===== src/hdl/hight_pkg.sv =====
// ----------------------------------------------------------------------------
// HIGHT cipher package
// Shared types, constants and byte functions for the HIGHT pipeline.
// ----------------------------------------------------------------------------
package hight_pkg;

    localparam int ROUND_COUNT  = 32;
    localparam int SUBKEY_COUNT = 4 * ROUND_COUNT;
    localparam logic [6:0] DELTA_SEED = 7'h5A;

    typedef logic [7:0] t_byte;
    typedef t_byte [7:0] t_state;   // byte i at bits 8i+7:8i
    typedef t_byte [3:0] t_rkey;    // four subkeys of one round
    typedef logic [6:0] t_delta_tab [SUBKEY_COUNT];

    typedef enum logic {
        OP_ENC = 1'b0,
        OP_DEC = 1'b1
    } t_op;

    // One pipeline slot: valid bit, direction and the eight state bytes
    typedef struct packed {
        logic   valid;
        t_op    op;
        t_state data;
    } t_stage;

    function automatic t_byte fn0(input t_byte x);
        return {x[6:0], x[7]} ^ {x[5:0], x[7:6]} ^ {x[0], x[7:1]};
    endfunction

    function automatic t_byte fn1(input t_byte x);
        return {x[4:0], x[7:5]} ^ {x[3:0], x[7:4]} ^ {x[1:0], x[7:2]};
    endfunction

    // Delta constants from the LFSR x^7 + x^3 + 1
    function automatic t_delta_tab make_delta();
        t_delta_tab tab;
        logic [6:0] d;
        d = DELTA_SEED;
        for (int n = 0; n < SUBKEY_COUNT; n++) begin
            tab[n] = d;
            d = {d[3] ^ d[0], d[6:1]};
        end
        return tab;
    endfunction

    localparam t_delta_tab DELTA = make_delta();

    // Master key byte that feeds subkey n
    function automatic logic [3:0] key_index(input int n);
        int i;
        int j;
        int half;
        i    = (n >> 4) & 7;
        j    = n & 7;
        half = (n >> 3) & 1;
        return 4'(((j + 8 - i) & 7) + 8 * half);
    endfunction

endpackage


===== src/hdl/hight_round.sv =====
// ----------------------------------------------------------------------------
// HIGHT round stage
// One registered round, encrypt or decrypt as the word's opcode selects.
// ----------------------------------------------------------------------------
module hight_round (
    input  logic              i_clk,
    input  logic              i_rst_n,
    input  hight_pkg::t_stage i_stage,
    input  hight_pkg::t_rkey  i_enc_key,
    input  hight_pkg::t_rkey  i_dec_key,
    output hight_pkg::t_stage o_stage
);
    import hight_pkg::*;

    t_stage r_stage;
    t_state n_data;
    t_state x;
    t_rkey  k;

    always_comb begin
        x = i_stage.data;
        n_data = x;
        if (i_stage.op == OP_DEC) begin
            k = i_dec_key;
            n_data[0] = x[1];
            n_data[2] = x[3];
            n_data[4] = x[5];
            n_data[6] = x[7];
            n_data[1] = x[2] - (fn1(x[1]) ^ k[0]);
            n_data[3] = x[4] ^ (fn0(x[3]) + k[1]);
            n_data[5] = x[6] - (fn1(x[5]) ^ k[2]);
            n_data[7] = x[0] ^ (fn0(x[7]) + k[3]);
        end else begin
            k = i_enc_key;
            n_data[1] = x[0];
            n_data[3] = x[2];
            n_data[5] = x[4];
            n_data[7] = x[6];
            n_data[0] = x[7] ^ (fn0(x[6]) + k[3]);
            n_data[2] = x[1] + (fn1(x[0]) ^ k[0]);
            n_data[4] = x[3] ^ (fn0(x[2]) + k[1]);
            n_data[6] = x[5] + (fn1(x[4]) ^ k[2]);
        end
    end

    always_ff @(posedge i_clk) begin
        if (!i_rst_n) begin
            r_stage.valid <= 1'b0;
        end else begin
            r_stage.valid <= i_stage.valid;
        end
    end

    always_ff @(posedge i_clk) begin
        r_stage.op   <= i_stage.op;
        r_stage.data <= n_data;
    end

    assign o_stage = r_stage;

endmodule


===== config.mk =====
export PLATFORM = sky130hd
export DESIGN_NAME = hight_round
export DESIGN_NICKNAME = d
export VERILOG_FILES = /design/src/hdl/hight_pkg.sv /design/src/hdl/hight_round.sv
export SDC_FILE = /design/constraint.sdc
export NUM_CORES = 1
export LEC_CHECK = 0
export ABC_CLOCK_PERIOD_IN_PS = 3000
export BUFFER_PORTS_ARGS = -buffer_cell sky130_fd_sc_hd__clkbuf_2
export CAP_MARGIN = 5
export CORE_ASPECT_RATIO = 0.75
export CORE_MARGIN = 3
export CORE_UTILIZATION = 35
export DETAILED_ROUTE_END_ITERATION = 10
export GPL_TIMING_DRIVEN = 0
export SYNTH_ARGS = -nofsm -noshare
export SYNTH_HDL_FRONTEND = slang
export SYNTH_SLANG_ARGS = --single-unit

===== constraint.sdc =====
create_clock -name i_clk -period 3 [get_ports i_clk]
set_clock_uncertainty 0.05 [all_clocks]
set_input_delay 0.3 -clock i_clk [delete_from_list [all_inputs] [get_ports i_clk]]
set_output_delay 0.3 -clock i_clk [all_outputs]
set_load 0.01 [all_outputs]

==> flow_metrics.tcl, run 1 <==
set metrics [dict create \
    status "completed" \
    h-tree-depth 3 \
    cts_setup_buffers 0 \
    grt_max_degree 11 \
    drc 0 \
    timing.final.max_slew_violations 0 \
    critPathMostFrequentCell "xnor2_1" \
    slowest_delay_ns 0.45 \
    power.net_switching_mw 1.66 \
    row_count 41 \
    routed.top_layer "met4" \
    fmax_mhz 403 \
    synth-seq-area-share_pct 21.7 \
    coreArea_um2 16900 \
    synth_area_per_cell_um2 8.60 \
    whs_ns 0.0470 \
    wl_met3_um 1560 \
    period_share_pct 82.8 \
    numCtsBuffers 9 \
    place_hpwl_um 16800 \
    p_leak_nw 3.21 \
    vias 5482 \
    maxCapViolations 0 \
    critPathArrivalTime_ns 2.70 \
    wl_met2_um 8650 \
    synth_area_um2 6090 \
    die-area_um2 19000 \
    cp_cell_sequence "clkbuf_1 -> xnor2_1 -> xnor2_1 -> ha_1 -> fa_1 -> a21o_1 -> a21oi_1 -> o21ai_0 -> or3_1 -> a31oi_1" \
    boundaryPins 198 \
    gp_congestion 0.879 \
    final_cell_mix "201 x xnor2_1, 160 x clkbuf_2, 66 x dfxtp_1" \
    synth_cell_types 39 \
    placed_area_um2 7160 \
    vias_per_cell 4.99 \
    min_from "i_stage[64]" \
    cp.depth 10 \
    final_nets 1077 \
    final-hold-violation-count 0 \
    die_w_um 158 \
    tns_ns 0 \
    synth_area_leaders "xnor2_1 29%, dfxtp_1 22%, ha_1 12%" \
    setup_viol 0 \
    clk_pin_slew_ns 0.06 \
    combPwrFrac_pct 48.7 \
    tightest_slew_ns 0.909 \
    fin_util_pct 44.1 \
    endpoint "o_stage[62]" \
    drt-met1-wl_um 10300 \
    setup.worst_path.class "in2reg" \
    required_ns 3.22 \
    holdBufCountCts 0 \
    crit_start "i_stage[57]" \
    crit_fanout 5 \
    synth_cells 709 \
    grt_pass1_wl_um 30600 \
    cts.path.max_buffers 2 \
    ant_nets 0 \
    area_growth_pct 22.5 \
    sw_frac_of_total_pct 37.0 \
    p_clk_share_pct 25.2 \
    cts_tree "done" \
    clk_root_buffer_cell "clkbuf_16" \
    drtIter0Drc 399 \
    finalInstanceArea_um2 7470 \
    seqPwrFrac_pct 26.1 \
    synth-seq-cells 66 \
    largest_reg_flops 66 \
    die_h_um 120 \
    min_period_ns 2.48 \
    layout_commonest_cell "xnor2_1" \
    crit_slowest_cell "fa_1" \
    antenna_found_initial 0 \
    cpLargestDelayFamily "compound AO/OA/AOI/OAI gates" \
    gr-total-overflow 0 \
    peakVddDrop_uv 238 \
    cp-end-kind "register" \
    grt_pass1_vias 5328 \
    antenna_cells 0 \
    yosys_warnings 0 \
    wl_per_cell_um 18.8 \
    start_util_pct 36.0 \
    cts.sinks 66 \
    yosysTopAreaCell "xnor2_1" \
    powerDensity_nw_per_um2 601 \
    hold_path_class "in2reg" \
    intPower_mw 2.83 \
    rsz0062_at_grt "false" \
    cts-resized-gates 0 \
    synth_top_area_share_pct 28.9 \
    dr.pass1.iters 6 \
    relSlewSlack_pct 39.4 \
    io_buffers 160 \
    syn-num-nets 906 \
    drive_above_1_share_pct 23.6 \
    grt_use_total_pct 21.8 \
    critPathBufInv 1 \
    startpoint_type "input pin" \
    wl_um 20700 \
]
layout make-up:
type                    count  area, um2
clock buffers              12        236
flip-flops and latches     66       1320
plain buffers              51        213
clock inverters             3       65.1
inverters                   9       33.8
multi-input cells         583       4530
well taps                 215        269
fillers                  1722       9460
repair buffers            160        801
per-stage QoR:
stage,worst slack [ns],cells,power [mW]
final,0.516,1099,4.49
after global routing,0.394,1099,4.78
after CTS,0.531,1099,4.51
after detailed placement,0.182,1084,3.35
after global placement,0.227,1084,3.35
after floorplan,0.492,709,2.68
kinds of logic after synthesis:
logic type | synth area share, %
flops | 21.7
xor+xnor | 33.6
fa+ha+maj | 14.3
compound gates | 14.2
buf+inv | 4.04
simple gates | 8.52
mux | 3.57
synth_stat cells:
cell type	n
a21o_1	13
o211ai_1	9
nand2b_1	5
o21a_1	2
fa_1	8
o21ai_0	44
dfxtp_1	66
nor2_1	39
buf_1	4
a21boi_1	1
clkbuf_1	30
buf_2	17
or4b_1	1
xnor2_1	201
inv_1	8
a2111o_1	1
o21ai_1	6
nand2_1	53
a31oi_1	4
nor3_1	3
nor2b_1	4
o32ai_1	1
xor2_1	33
nand3b_1	1
mux2_4	1
a211oi_1	10
or3_1	5
mux2_2	18
inv_2	1
a21boi_0	1
o21bai_1	6
nor3b_1	1
o31ai_1	4
ha_1	57
a21oi_1	40
and2_1	1
or4_1	2
nand3_1	5
a221oi_1	3
routing by layer:
metal | vias to the layer above | GRT usage (%)
li1 | 2713 | -
met2 | 228 | 32.9
met3 | 15 | 4.22
met5 | - | 0
met4 | 0 | 4.03
met1 | 2526 | 32.5
power groups by stage:
| stage | registers [mW] | logic, mW | clock network (mW) |
|---|---|---|---|
| 4_1_cts | 1.17 | 2.18 | 1.16 |
| 5_1_grt | 1.19 | 2.42 | 1.18 |
| 3_5_place_dp | 1.19 | 2.17 | 0 |
| 2_1_floorplan | 1.28 | 1.40 | 0 |
| 6_report | 1.17 | 2.19 | 1.13 |
| 3_3_place_gp | 1.19 | 2.16 | 0 |
how the worst min path moves through the flow:
stage          slack (ns)  cells past startpoint     endpoint
2_1_floorplan        0.28                      0  o_stage[64]
3_3_place_gp         0.39                      1  o_stage[64]
3_5_place_dp         0.39                      1  o_stage[64]
4_1_cts              0.03                      1  o_stage[64]
5_1_grt              0.03                      1  o_stage[64]
6_report             0.05                      1  o_stage[64]
Power figures use the tool's default switching activity.
==> run 2: changes to the inputs <==
--- a/config.mk
+++ b/config.mk
@@ -5,7 +5,8 @@
 export SDC_FILE = /design/constraint.sdc
 export NUM_CORES = 1
 export LEC_CHECK = 0
-export ABC_CLOCK_PERIOD_IN_PS = 3000
+export ABC_AREA = 1
+export ABC_CLOCK_PERIOD_IN_PS = 2100
 export BUFFER_PORTS_ARGS = -buffer_cell sky130_fd_sc_hd__clkbuf_2
 export CAP_MARGIN = 5
 export CORE_ASPECT_RATIO = 0.75
==> constraint.sdc (replaced) <==
create_clock -name i_clk -period 2.1 [get_ports i_clk]
set_clock_uncertainty 0.05 [all_clocks]
set_input_delay 0.21 -clock i_clk [delete_from_list [all_inputs] [get_ports i_clk]]
set_output_delay 0.21 -clock i_clk [all_outputs]
set_load 0.01 [all_outputs]
==> run 2 against run 1 <==
- first-iteration DRC count is 42% higher
- clock power grew 49%
- power grew 43%
- sequential cell count unchanged
- utilization shrank 0.24 points
- sequential power up 38%
- critical path type unchanged
- die area grew 10%
- wire length rose by 11%
- non-clock buffer count is 3 higher
- largest cell class unchanged
- global-route usage shrank 0.097 points
==> flow_metrics.tcl, run 2 <==
set metrics [dict create \
    final-hold-violation-count 0 \
    numCtsBuffers 9 \
    hold_path_class "in2reg" \
    peakVddDrop_uv 338 \
    antenna_cells 0 \
    die_h_um 126 \
    synth-seq-area-share_pct 19.5 \
    cts_setup_buffers 0 \
    synth_area_leaders "dfxtp_1 20%, xnor2_1 17%, nand2_1 15%" \
    async_flop_share_pct 0 \
    synth_area_um2 6760 \
    synth_top_area_share_pct 19.5 \
    grt_use_total_pct 21.7 \
    wl_per_cell_um 16.2 \
    grt_pass1_wl_um 35300 \
    synth_cell_types 25 \
    ant_nets 0 \
    drc 0 \
    cts_tree "done" \
    drive_above_1_share_pct 19.1 \
    dr.pass1.iters 5 \
    cts-resized-gates 0 \
    gr-total-overflow 0 \
    io_buffers 160 \
    synth_area_per_cell_um2 6.82 \
    placed_area_um2 7870 \
    start_util_pct 36.1 \
    finalPower_mw 6.41 \
    synth_cells 991 \
    finalInstanceArea_um2 8210 \
    stdcell_count 1416 \
    final_cell_mix "273 x nand2_1, 161 x clkbuf_2, 135 x inv_1" \
    clk_pin_slew_ns 0.06 \
    die-area_um2 21000 \
    fmax_mhz 523 \
    tightest_slew_ns 0.803 \
    die_w_um 167 \
    crit_fanout 5 \
    synth_edf_count 0 \
    crit_slowest_cell "fa_1" \
    tns_ns 0 \
    place_hpwl_um 19100 \
    vias 6608 \
    powerDensity_nw_per_um2 780 \
    fin_util_pct 43.9 \
    startpoint_type "input pin" \
    largest_reg_flops 66 \
    min_period_ns 1.91 \
    row_count 43 \
    layout_commonest_cell "nand2_1" \
    cts.path.max_buffers 2 \
    area_growth_pct 21.4 \
    slowest_delay_ns 0.43 \
    synth.most_common_cell "nand2_1" \
    vias_per_cell 4.67 \
    setup_viol 0 \
    min_from "i_stage[64]" \
    clk_root_buffer_cell "clkbuf_16" \
    required_ns 2.29 \
    antenna_found_initial 0 \
    gp_congestion 0.901 \
    maxCapViolations 0 \
    timing.final.max_slew_violations 0 \
    boundaryPins 198 \
    yosys_warnings 0 \
    h-tree-depth 3 \
    coreArea_um2 18700 \
    wl_um 23000 \
    worstHoldEndpoint "o_stage[64]" \
    cp-end-kind "register" \
    ys_top_cells_by_count "273 x nand2_1, 135 x inv_1, 131 x xnor2_1" \
    worst_slack_ns 0.188 \
    final_nets 1361 \
    grt_pass1_vias 6351 \
    cp_cell_sequence "clkbuf_2 -> clkbuf_1 -> xor2_1 -> inv_1 -> ha_1 -> fa_1 -> nand3_1 -> nand2_1 -> nand3_1 -> nand3_1 -> nand3_1 -> nand2_1" \
    syn-num-nets 1188 \
    critPathMostFrequentCell "nand3_1" \
    status "completed" \
    relSlewSlack_pct 46.5 \
    yosysTopAreaCell "dfxtp_1" \
    whs_ns 0.0212 \
    synthFlopType "dfxtp_1" \
    grt_max_degree 12 \
    period_share_pct 91.1 \
    cts.sinks 66 \
    drtIter0Drc 567 \
    whs_path_depth 1 \
    p_leak_nw 4.48 \
    pre_cts_ws_ns -0.156 \
    holdBufCountCts 2 \
    fillCellCount 2041 \
    critPathArrivalTime_ns 2.10 \
    dp_cells 1398 \
    rsz0062_at_grt "false" \
    synth-seq-cells 66 \
    setup.worst_path.class "in2reg" \
]
-- run 2: changes by cell type after synthesis, sizes merged, moves of 23 or more --
cell   delta
nand3    +76
xor2     +27
xnor2    -70
nand2   +223
inv     +128
nor2     -23
-- run 2: critical path: cells and delay by family --
family        cells  cell delay (ns)
simple gates      6             0.56
buf+inv           3             0.51
fa+ha+maj         2             0.64
xor+xnor          1             0.19
-- run 2: cell type report --
class | instances | area (um2) | share of cell area (%)
Buffer | 52 | 277 | 3.37
Timing Repair Buffer | 162 | 821 | 9.99
Tap cell | 247 | 309 | 3.76
Clock inverter | 5 | 77.6 | 0.945
Inverter | 137 | 514 | 6.26
Clock buffer | 11 | 243 | 2.96
Multi-Input combinational cell | 736 | 4650 | 56.6
Sequential cell | 66 | 1320 | 16.1
-- run 2: cell families (layout without fill, tap and decap cells) --
family | after synthesis | after routing | synth area share (%)
AO/OA/AOI/OAI | 78 | 78 | 5.98
XOR/XNOR | 191 | 191 | 24.7
AND/OR/NAND/NOR | 402 | 402 | 25.1
adder cells (fa/ha/maj) | 65 | 65 | 12.9
buffers and inverters | 189 | 367 | 11.7
flip-flops | 66 | 66 | 19.5
-- run 2: layer usage --
metal | routed length (um) | global-route usage [%] | vias to the layer above
li1 | - | - | 3411
met1 | 11800 | 33.1 | 2943
met2 | 9260 | 32.0 | 241
met3 | 1700 | 4.58 | 13
met4 | 167 | 3.15 | 0
met5 | 0 | 0 | -
-- run 2: worst max-delay path by stage --
stage	start	endpoint	slack [ns]	cells after the start
2_1_floorplan	i_stage[57]	o_stage[62]	0.17	12
3_3_place_gp	i_stage[17]	o_stage[38]	-0.15	12
3_5_place_dp	i_stage[17]	o_stage[38]	-0.16	12
4_1_cts	i_stage[17]	o_stage[38]	0.20	12
5_1_grt	i_stage[17]	o_stage[38]	0.004	13
6_report	i_stage[17]	o_stage[38]	0.19	12
-- run 2: power breakdown --
group          switching, mW  internal (mW)
clock network          0.615           1.07
logic                   1.84           1.28
registers             0.0929           1.52
